--- src/design/hpbr_pkg.sv ---
// Shared constants and the digit arithmetic for the held-peak beat rate block.
// No dependencies; used by hpbr_div and held_peak_beat_rate.
package hpbr_pkg;

    localparam int DIGIT_W  = 4;
    localparam int WORD_W   = 32;
    localparam int N_DIGITS = WORD_W / DIGIT_W;
    localparam int DCNT_W   = $clog2(N_DIGITS);

    localparam int SAMPLE_W = 24;
    localparam int HOLD_W   = 16;
    localparam int BPM_W    = 16;

    localparam logic [HOLD_W-1:0] HOLD_RESET    = 16'd400;
    localparam logic [BPM_W-1:0]  MS_PER_MINUTE = 16'd60000;

    typedef logic [DIGIT_W:0] t_digit_diff;

    // a - b - borrow_in; top bit is the borrow out
    function automatic t_digit_diff sub_digit(
        input logic [DIGIT_W-1:0] a,
        input logic [DIGIT_W-1:0] b,
        input logic               bin
    );
        t_digit_diff r;
        r = {1'b0, a} - {1'b0, b} - {{DIGIT_W{1'b0}}, bin};
        return r;
    endfunction

endpackage

--- src/design/hpbr_div.sv ---
// Restoring divider: 60000 divided by a 32-bit interval, one quotient bit a cycle.
// Depends on hpbr_pkg.
module hpbr_div (
    input  logic                         i_clk,
    input  logic                         i_rst_n,
    input  logic                         i_start,
    input  logic [hpbr_pkg::WORD_W-1:0]  i_divisor,
    output logic                         o_done,
    output logic [hpbr_pkg::BPM_W-1:0]   o_quotient
);

    localparam int QCNT_W = $clog2(hpbr_pkg::BPM_W);

    logic                          r_busy;
    logic                          r_done;
    logic [QCNT_W-1:0]             r_cnt;
    logic [hpbr_pkg::BPM_W-1:0]    r_rem;
    logic [hpbr_pkg::BPM_W-1:0]    r_q;
    logic [hpbr_pkg::BPM_W:0]      r_div;
    logic                          r_big;

    logic [hpbr_pkg::BPM_W:0]      n_trial;
    logic                          n_fit;

    always_comb begin
        n_trial = {r_rem, r_q[hpbr_pkg::BPM_W-1]};
        n_fit   = !r_big && (n_trial >= r_div);
    end

    always_ff @(posedge i_clk) begin
        if (!i_rst_n) begin
            r_busy <= 1'b0;
            r_done <= 1'b0;
            r_cnt  <= '0;
        end else begin
            r_done <= 1'b0;
            if (i_start && !r_busy) begin
                r_busy <= 1'b1;
                r_cnt  <= '0;
            end else if (r_busy) begin
                r_cnt <= r_cnt + 1'b1;
                if (r_cnt == QCNT_W'(hpbr_pkg::BPM_W - 1)) begin
                    r_busy <= 1'b0;
                    r_done <= 1'b1;
                end
            end
        end
    end

    always_ff @(posedge i_clk) begin
        if (i_start && !r_busy) begin
            r_rem <= '0;
            r_q   <= hpbr_pkg::MS_PER_MINUTE;
            r_div <= i_divisor[hpbr_pkg::BPM_W:0];
            r_big <= |i_divisor[hpbr_pkg::WORD_W-1:hpbr_pkg::BPM_W+1];
        end else if (r_busy) begin
            r_rem <= n_fit ? hpbr_pkg::BPM_W'(n_trial - r_div)
                           : n_trial[hpbr_pkg::BPM_W-1:0];
            r_q   <= {r_q[hpbr_pkg::BPM_W-2:0], n_fit};
        end
    end

    assign o_done     = r_done;
    assign o_quotient = r_q;

endmodule

--- src/design/held_peak_beat_rate.sv ---
// Held-peak beat rate: optical samples in, one rate result per sample out.
// Depends on hpbr_pkg and hpbr_div.
//
// Each sample is scanned, evaluated, divided when a second peak yields a rate, and then
// placed in the output register. The peak compare, the held-time test and the
// interval are worked out four bits a cycle; the rate comes from a divider that
// produces one quotient bit a cycle. A new sample is accepted while the previous
// result still waits in the output register.
module held_peak_beat_rate (
    input  logic                           i_clk,
    input  logic                           i_rst_n,
    input  logic                           i_cfg_valid,
    output logic                           o_cfg_ready,
    input  logic [hpbr_pkg::HOLD_W-1:0]    i_cfg_peak_hold_ms,
    input  logic                           i_valid,
    output logic                           o_ready,
    input  logic [hpbr_pkg::SAMPLE_W-1:0]  i_sample_value,
    input  logic [hpbr_pkg::WORD_W-1:0]    i_now_ms,
    output logic                           o_valid,
    input  logic                           i_ready,
    output logic                           o_rate_valid,
    output logic [hpbr_pkg::BPM_W-1:0]     o_rate_bpm,
    output logic                           o_zero_interval
);

    localparam int W  = hpbr_pkg::WORD_W;
    localparam int DW = hpbr_pkg::DIGIT_W;

    localparam logic [2:0] S_IDLE = 3'd0;
    localparam logic [2:0] S_SCAN = 3'd1;
    localparam logic [2:0] S_EVAL = 3'd2;
    localparam logic [2:0] S_DIV  = 3'd3;
    localparam logic [2:0] S_OUT  = 3'd4;

    logic [2:0]                      r_state, n_state;
    logic [hpbr_pkg::DCNT_W-1:0]     r_cnt;

    logic [hpbr_pkg::HOLD_W-1:0]     r_hold;
    logic                            r_awaiting;
    logic [W-1:0]                    r_first;
    logic [hpbr_pkg::SAMPLE_W-1:0]   r_peak;
    logic [W-1:0]                    r_peak_ms;

    logic [hpbr_pkg::SAMPLE_W-1:0]   r_samp;
    logic [W-1:0]                    r_now;

    logic [W-1:0] r_w_samp, r_w_peak, r_w_now, r_w_rpm, r_w_first, r_w_hold;
    logic [W-1:0] r_e1, r_e2;
    logic         r_b_cmp, r_b_d, r_b_h, r_b_1, r_b_2, r_nz1, r_nz2;

    logic                            r_res_valid, r_res_zero;
    logic [hpbr_pkg::BPM_W-1:0]      r_res_bpm;

    logic                            r_o_valid, r_o_rate_valid, r_o_zero;
    logic [hpbr_pkg::BPM_W-1:0]      r_o_bpm;

    hpbr_pkg::t_digit_diff n_cmp, n_d, n_h, n_1, n_2;

    logic          n_replaced, n_commit, n_nz, n_start, n_out_free;
    logic [W-1:0]  n_interval;
    logic          w_div_done;
    logic [hpbr_pkg::BPM_W-1:0] w_div_q;

    assign o_cfg_ready = 1'b1;
    assign o_ready     = (r_state == S_IDLE);
    assign n_out_free  = !r_o_valid || i_ready;

    always_comb begin
        n_cmp = hpbr_pkg::sub_digit(r_w_peak[DW-1:0], r_w_samp[DW-1:0], r_b_cmp);
        n_d   = hpbr_pkg::sub_digit(r_w_now[DW-1:0], r_w_rpm[DW-1:0], r_b_d);
        n_h   = hpbr_pkg::sub_digit(n_d[DW-1:0], r_w_hold[DW-1:0], r_b_h);
        n_1   = hpbr_pkg::sub_digit(r_w_now[DW-1:0], r_w_first[DW-1:0], r_b_1);
        n_2   = hpbr_pkg::sub_digit(r_w_rpm[DW-1:0], r_w_first[DW-1:0], r_b_2);
    end

    always_comb begin
        n_replaced = r_b_cmp;
        n_commit   = n_replaced ? (r_hold == '0) : !r_b_h;
        n_interval = n_replaced ? r_e1 : r_e2;
        n_nz       = n_replaced ? r_nz1 : r_nz2;
        n_start    = (r_state == S_EVAL) && n_commit && r_awaiting && n_nz;
    end

    always_comb begin
        n_state = r_state;
        unique case (r_state)
            S_IDLE: if (i_valid) n_state = S_SCAN;
            S_SCAN: if (r_cnt == hpbr_pkg::DCNT_W'(hpbr_pkg::N_DIGITS - 1)) n_state = S_EVAL;
            S_EVAL: n_state = n_start ? S_DIV : S_OUT;
            S_DIV:  if (w_div_done) n_state = S_OUT;
            S_OUT:  if (n_out_free) n_state = S_IDLE;
            default: n_state = S_IDLE;
        endcase
    end

    always_ff @(posedge i_clk) begin
        if (!i_rst_n) begin
            r_state    <= S_IDLE;
            r_cnt      <= '0;
            r_hold     <= hpbr_pkg::HOLD_RESET;
            r_awaiting <= 1'b0;
            r_first    <= '0;
            r_peak     <= '0;
            r_peak_ms  <= '0;
            r_o_valid  <= 1'b0;
        end else begin
            r_state <= n_state;
            if (i_cfg_valid) r_hold <= i_cfg_peak_hold_ms;
            if (r_state == S_IDLE) begin
                r_cnt <= '0;
            end else if (r_state == S_SCAN) begin
                r_cnt <= r_cnt + 1'b1;
            end
            if (r_state == S_EVAL) begin
                if (n_replaced) r_peak_ms <= r_now;
                if (n_commit) begin
                    r_peak     <= '0;
                    r_awaiting <= !r_awaiting;
                    if (!r_awaiting) r_first <= n_replaced ? r_now : r_peak_ms;
                end else if (n_replaced) begin
                    r_peak <= r_samp;
                end
            end
            if (r_state == S_OUT && n_out_free) begin
                r_o_valid <= 1'b1;
            end else if (r_o_valid && i_ready) begin
                r_o_valid <= 1'b0;
            end
        end
    end

    always_ff @(posedge i_clk) begin
        if (r_state == S_IDLE && i_valid) begin
            r_samp    <= i_sample_value;
            r_now     <= i_now_ms;
            r_w_samp  <= W'(i_sample_value);
            r_w_peak  <= W'(r_peak);
            r_w_now   <= i_now_ms;
            r_w_rpm   <= r_peak_ms;
            r_w_first <= r_first;
            r_w_hold  <= W'(r_hold);
            r_b_cmp   <= 1'b0;
            r_b_d     <= 1'b0;
            r_b_h     <= 1'b0;
            r_b_1     <= 1'b0;
            r_b_2     <= 1'b0;
            r_nz1     <= 1'b0;
            r_nz2     <= 1'b0;
        end else if (r_state == S_SCAN) begin
            r_w_samp  <= r_w_samp  >> DW;
            r_w_peak  <= r_w_peak  >> DW;
            r_w_now   <= r_w_now   >> DW;
            r_w_rpm   <= r_w_rpm   >> DW;
            r_w_first <= r_w_first >> DW;
            r_w_hold  <= r_w_hold  >> DW;
            r_e1      <= {n_1[DW-1:0], r_e1[W-1:DW]};
            r_e2      <= {n_2[DW-1:0], r_e2[W-1:DW]};
            r_b_cmp   <= n_cmp[DW];
            r_b_d     <= n_d[DW];
            r_b_h     <= n_h[DW];
            r_b_1     <= n_1[DW];
            r_b_2     <= n_2[DW];
            r_nz1     <= r_nz1 || (n_1[DW-1:0] != '0);
            r_nz2     <= r_nz2 || (n_2[DW-1:0] != '0);
        end
        if (r_state == S_EVAL) begin
            r_res_valid <= 1'b0;
            r_res_bpm   <= '0;
            r_res_zero  <= n_commit && r_awaiting && !n_nz;
        end else if (r_state == S_DIV && w_div_done) begin
            r_res_valid <= 1'b1;
            r_res_bpm   <= w_div_q;
        end
        if (r_state == S_OUT && n_out_free) begin
            r_o_rate_valid <= r_res_valid;
            r_o_bpm        <= r_res_bpm;
            r_o_zero       <= r_res_zero;
        end
    end

    hpbr_div u_div (
        .i_clk      (i_clk),
        .i_rst_n    (i_rst_n),
        .i_start    (n_start),
        .i_divisor  (n_interval),
        .o_done     (w_div_done),
        .o_quotient (w_div_q)
    );

    assign o_valid         = r_o_valid;
    assign o_rate_valid    = r_o_rate_valid;
    assign o_rate_bpm      = r_o_bpm;
    assign o_zero_interval = r_o_zero;

    a_div_done_in_div: assert property (@(posedge i_clk) disable iff (!i_rst_n)
        w_div_done |-> (r_state == S_DIV))
        else $error("divider finished outside the divide state");

    a_out_loaded: assert property (@(posedge i_clk) disable iff (!i_rst_n)
        (r_state == S_OUT && n_out_free) |=> o_valid)
        else $error("result not placed in the output register");

    a_flags_exclusive: assert property (@(posedge i_clk) disable iff (!i_rst_n)
        o_valid |-> !(o_rate_valid && o_zero_interval))
        else $error("rate and zero interval flagged together");

    a_bpm_zero: assert property (@(posedge i_clk) disable iff (!i_rst_n)
        (o_valid && !o_rate_valid) |-> (o_rate_bpm == '0))
        else $error("rate nonzero without a valid rate");

endmodule

--- config.mk ---
export PLATFORM = sky130hd
export DESIGN_NAME = held_peak_beat_rate
export DESIGN_NICKNAME = d
export VERILOG_FILES = /design/src/design/hpbr_pkg.sv /design/src/design/hpbr_div.sv /design/src/design/held_peak_beat_rate.sv
export SDC_FILE = /design/constraint.sdc
export NUM_CORES = 1
export LEC_CHECK = 0
export ABC_AREA = 1
export BUFFER_PORTS_ARGS = -buffer_cell sky130_fd_sc_hd__buf_4
export CORE_AREA = 4 4 266 268
export CTS_CLUSTER_DIAMETER = 80
export DETAILED_ROUTE_END_ITERATION = 12
export DIE_AREA = 0 0 270 272
export MAX_ROUTING_LAYER = met4
export SLEW_MARGIN = 20
export SYNTH_ARGS = -nofsm -noshare
export SYNTH_HDL_FRONTEND = slang
export SYNTH_SLANG_ARGS = --single-unit
--- constraint.sdc ---
create_clock -name i_clk -period 7.7 [get_ports i_clk]
set_clock_uncertainty 0.2 [all_clocks]
set_input_delay 1.155 -clock i_clk [delete_from_list [all_inputs] [get_ports i_clk]]
set_output_delay 1.155 -clock i_clk [all_outputs]
set_load 0.005 [all_outputs]
==> results.md <==
- Worst-Skew Late Latency: 590 ps
- TritonCTS clock tree: done
- Avg Cell Area, Syn: about 10 um^2
- Post-DP Area: 21900 um^2
- Final WS setup: 3670 ps
- FP Rows: between 90 and 100
- Nets: ~2200
- Critical path, cell by cell: buf_4 > inv_1 > nor2_4 > inv_6 > nand2_4 > buf_4
- Final Cell Area: 23700 um^2
- Clk buf depth: 3
- Crit path arrival time: 4040 ps
- Non-filler cells, final: between 3000 and 4000
- Post-synthesis cell area: 20400 um^2
- N_diodes: 0
- Antenna violations before repair: 0
- First-pass GRT wire length: 70200 um
- Hpwl dp: 27900 um
- Post-place setup slack: a little over 3000 ps
- Hold_buf cts: 0
- P per Cell Area: 372 nW/um^2
- Layout cells sized above 1: 11.7%
- ANT nets after route: 0
- GRT Resource Usage Total: 11.9%
- Core area: 68300 um^2
- Die footprint: 73400 um^2
- Starting density of the core: between 20% and 30%
- Number of flops mapped to enable cells by yosys: between 300 and 400
- Post_cts resized: 0
- Post-synth top flop: edfxtp_1
- Max FO, Critical Path: 79
- Final setup viols: 0
- Num Clock Sinks: 491
- Port Buffers: 96
- #FFs+latches synth: 491
- DRC viols: 0
- Tmin final: a little over 4000 ps
- FMAX: about 0.25 GHz
- Ys Warns: 0
- DRC marker count from the first detailed-route iteration: 967
- Drt wl/cell: around 14 um
- Worst-margin pin slew: 972 ps
- GRT Residual Overflow: 0
- Max-Cap Viols: 0
- I/O pin count: 98
- Slew HR: 35.1%
- Unrepaired setup endpoints after global routing: no
- Most frequent cells in the layout: nand2_1, edfxtp_1, inv_1
- Outcome: finished, final reports clean
- Register area share after synthesis: 63.7%
- Hold Path Class: flip-flop to flip-flop
- Final Hold Viols: 0
- Setup TNS: 0 ps
- Vias per inst: about 4.5
- Crit-path max cell delay: 760 ps
- P_leak: 9.50 nW
- Startpoint type of the worst setup path: input port
- Crit. End Element: flip-flop
- CP max stage cell: buf_4
- CTS root buf: clkbuf_16
- Num CTS Buffers: 53
- Final max-slew violation count: 0
- Post-CTS Setup Bufs: 0
- CP dominant cell by count: buf_4
- Kind of critical path: input port to flip-flop
- Vias: 13700
- Yosys cell types: 44
- H-tree depth: 2
- Gpl congestion: ~0.8
- Synthesis-to-finish area growth: 16.1%
- Syn nets: 2173
- Die height: 272 um
- Die W: ~270 um
- TritonRoute pass-1 iters: 5
- Most common cell after layout, fill and taps aside: nand2_1
- CP startpoint: i_valid
- Synth Instances: 2041
- Crit share post-route: 52.4%
- Min-delay src: r_res_bpm[5]
- Maximum VDD drop: 0.000209 V
- CP required: 7710 ps
- Inst Count DP: 2932
- Largest net degree at the start of global routing: 109
- Total wire length: 43500 um
- Worst r2r src: r_state[1]
- FFs w/ async S/R, synth: 0%
- Vias in the first global route: 13600
- Clock Pin Slew Worst Setup and Hold Paths: 60 ps
## logic make-up (layout without fill, tap and decap cells)
| kind of cell | count (synthesis) | after routing | synth area share, % |
|---|---|---|---|
| buffers and inverters | 360 | 470 | 6.89 |
| flip-flops | 491 | 491 | 63.7 |
| other | 1 | 1 | 0.0184 |
| XOR/XNOR | 20 | 20 | 0.858 |
| AND/OR/NAND/NOR | 731 | 731 | 15.1 |
| adder cells (fa/ha/maj) | 55 | 55 | 3.63 |
| AO/OA/AOI/OAI | 383 | 383 | 9.81 |
## area by class of cell
type | count | area [um^2]
clock buffers | 66 | 1430
clock inverters | 34 | 308
fillers | 6781 | 44600
inverters | 261 | 985
multi-input cells | 1190 | 6030
flip-flops and latches | 491 | 13000
well taps | 882 | 1100
repair buffers | 109 | 838
## final timing paths
path / end / slack (ps) / depth (start not counted)
setup / recovery: r_w_peak[11] / 3670 / 6
hold reg to reg: o_rate_bpm[5] / 230 / 0
hold / removal: o_rate_bpm[5] / 230 / 0
setup reg to reg: r_w_peak[11] / 3720 / 6
## power by group
group / switching [mW] / leakage (nW) / internal [mW]
sequential: 0.278 / 4.50 / 3.92
combinational: 1.47 / 4.14 / 0.662
clock: 1.04 / 0.856 / 1.46
## per-layer routing
metal / wire, um / share of wire (%) / GRT usage [%] / vias up
met5: 0 / 0 / - / -
li1: - / - / - / 6919
met3: 1700 / 3.9 / 2.31 / 49
met1: 19100 / 44 / 14.2 / 6504
met2: 22000 / 51 / 21.0 / 199
met4: 595 / 1.4 / 2.59 / 0
## flip-flops by register name (all words and copies together) (netlist names), 24 cells and up
signal	flops
r_peak_ms	32
r_e1	32
r_peak	24
r_first	32
r_w_rpm	32
r_w_now	32
r_w_first	32
r_w_peak	24
r_now	32
r_e2	32
r_w_samp	24
r_samp	24
## worst max-delay path, delay by kind of cell
family / cells / cell delay [ps]
buffers and inverters: 4 / 1360
AND/OR/NAND/NOR: 2 / 1380
## metrics by stage
| stage | power, mW | hold WS [ps] | util (%) |
|---|---|---|---|
| after floorplan | 5.81 | 200 | - |
| after global placement | 6.29 | 217 | 32.1 |
| after detailed placement | 6.41 | 217 | 32.1 |
| after CTS | 8.94 | 237 | 34.6 |
| after global routing | 9.43 | 247 | 34.7 |
| final | 8.82 | 232 | 34.7 |
## synthesized netlist by cell type (5+ instances only)
| library cell | number | share of area [%] |
|---|---|---|
| inv_1 | 251 | 4.6 |
| nor2_1 | 62 | 1.1 |
| nand4_1 | 21 | 0.64 |
| clkbuf_1 | 63 | 1.2 |
| a22oi_1 | 10 | 0.37 |
| ha_1 | 48 | 2.9 |
| o21ai_0 | 206 | 5.1 |
| a21oi_1 | 148 | 3.6 |
| xor2_1 | 16 | 0.69 |
| nand2_1 | 503 | 9.2 |
| buf_2 | 23 | 0.56 |
| dfxtp_1 | 174 | 17 |
| nor4_1 | 10 | 0.31 |
| nand3_1 | 86 | 2.1 |
| or2_2 | 27 | 0.83 |
| edfxtp_1 | 317 | 47 |
| fa_1 | 7 | 0.69 |
| inv_2 | 8 | 0.15 |
| nand2_2 | 5 | 0.15 |
| buf_1 | 8 | 0.15 |
Power figures use the tool's default switching activity.
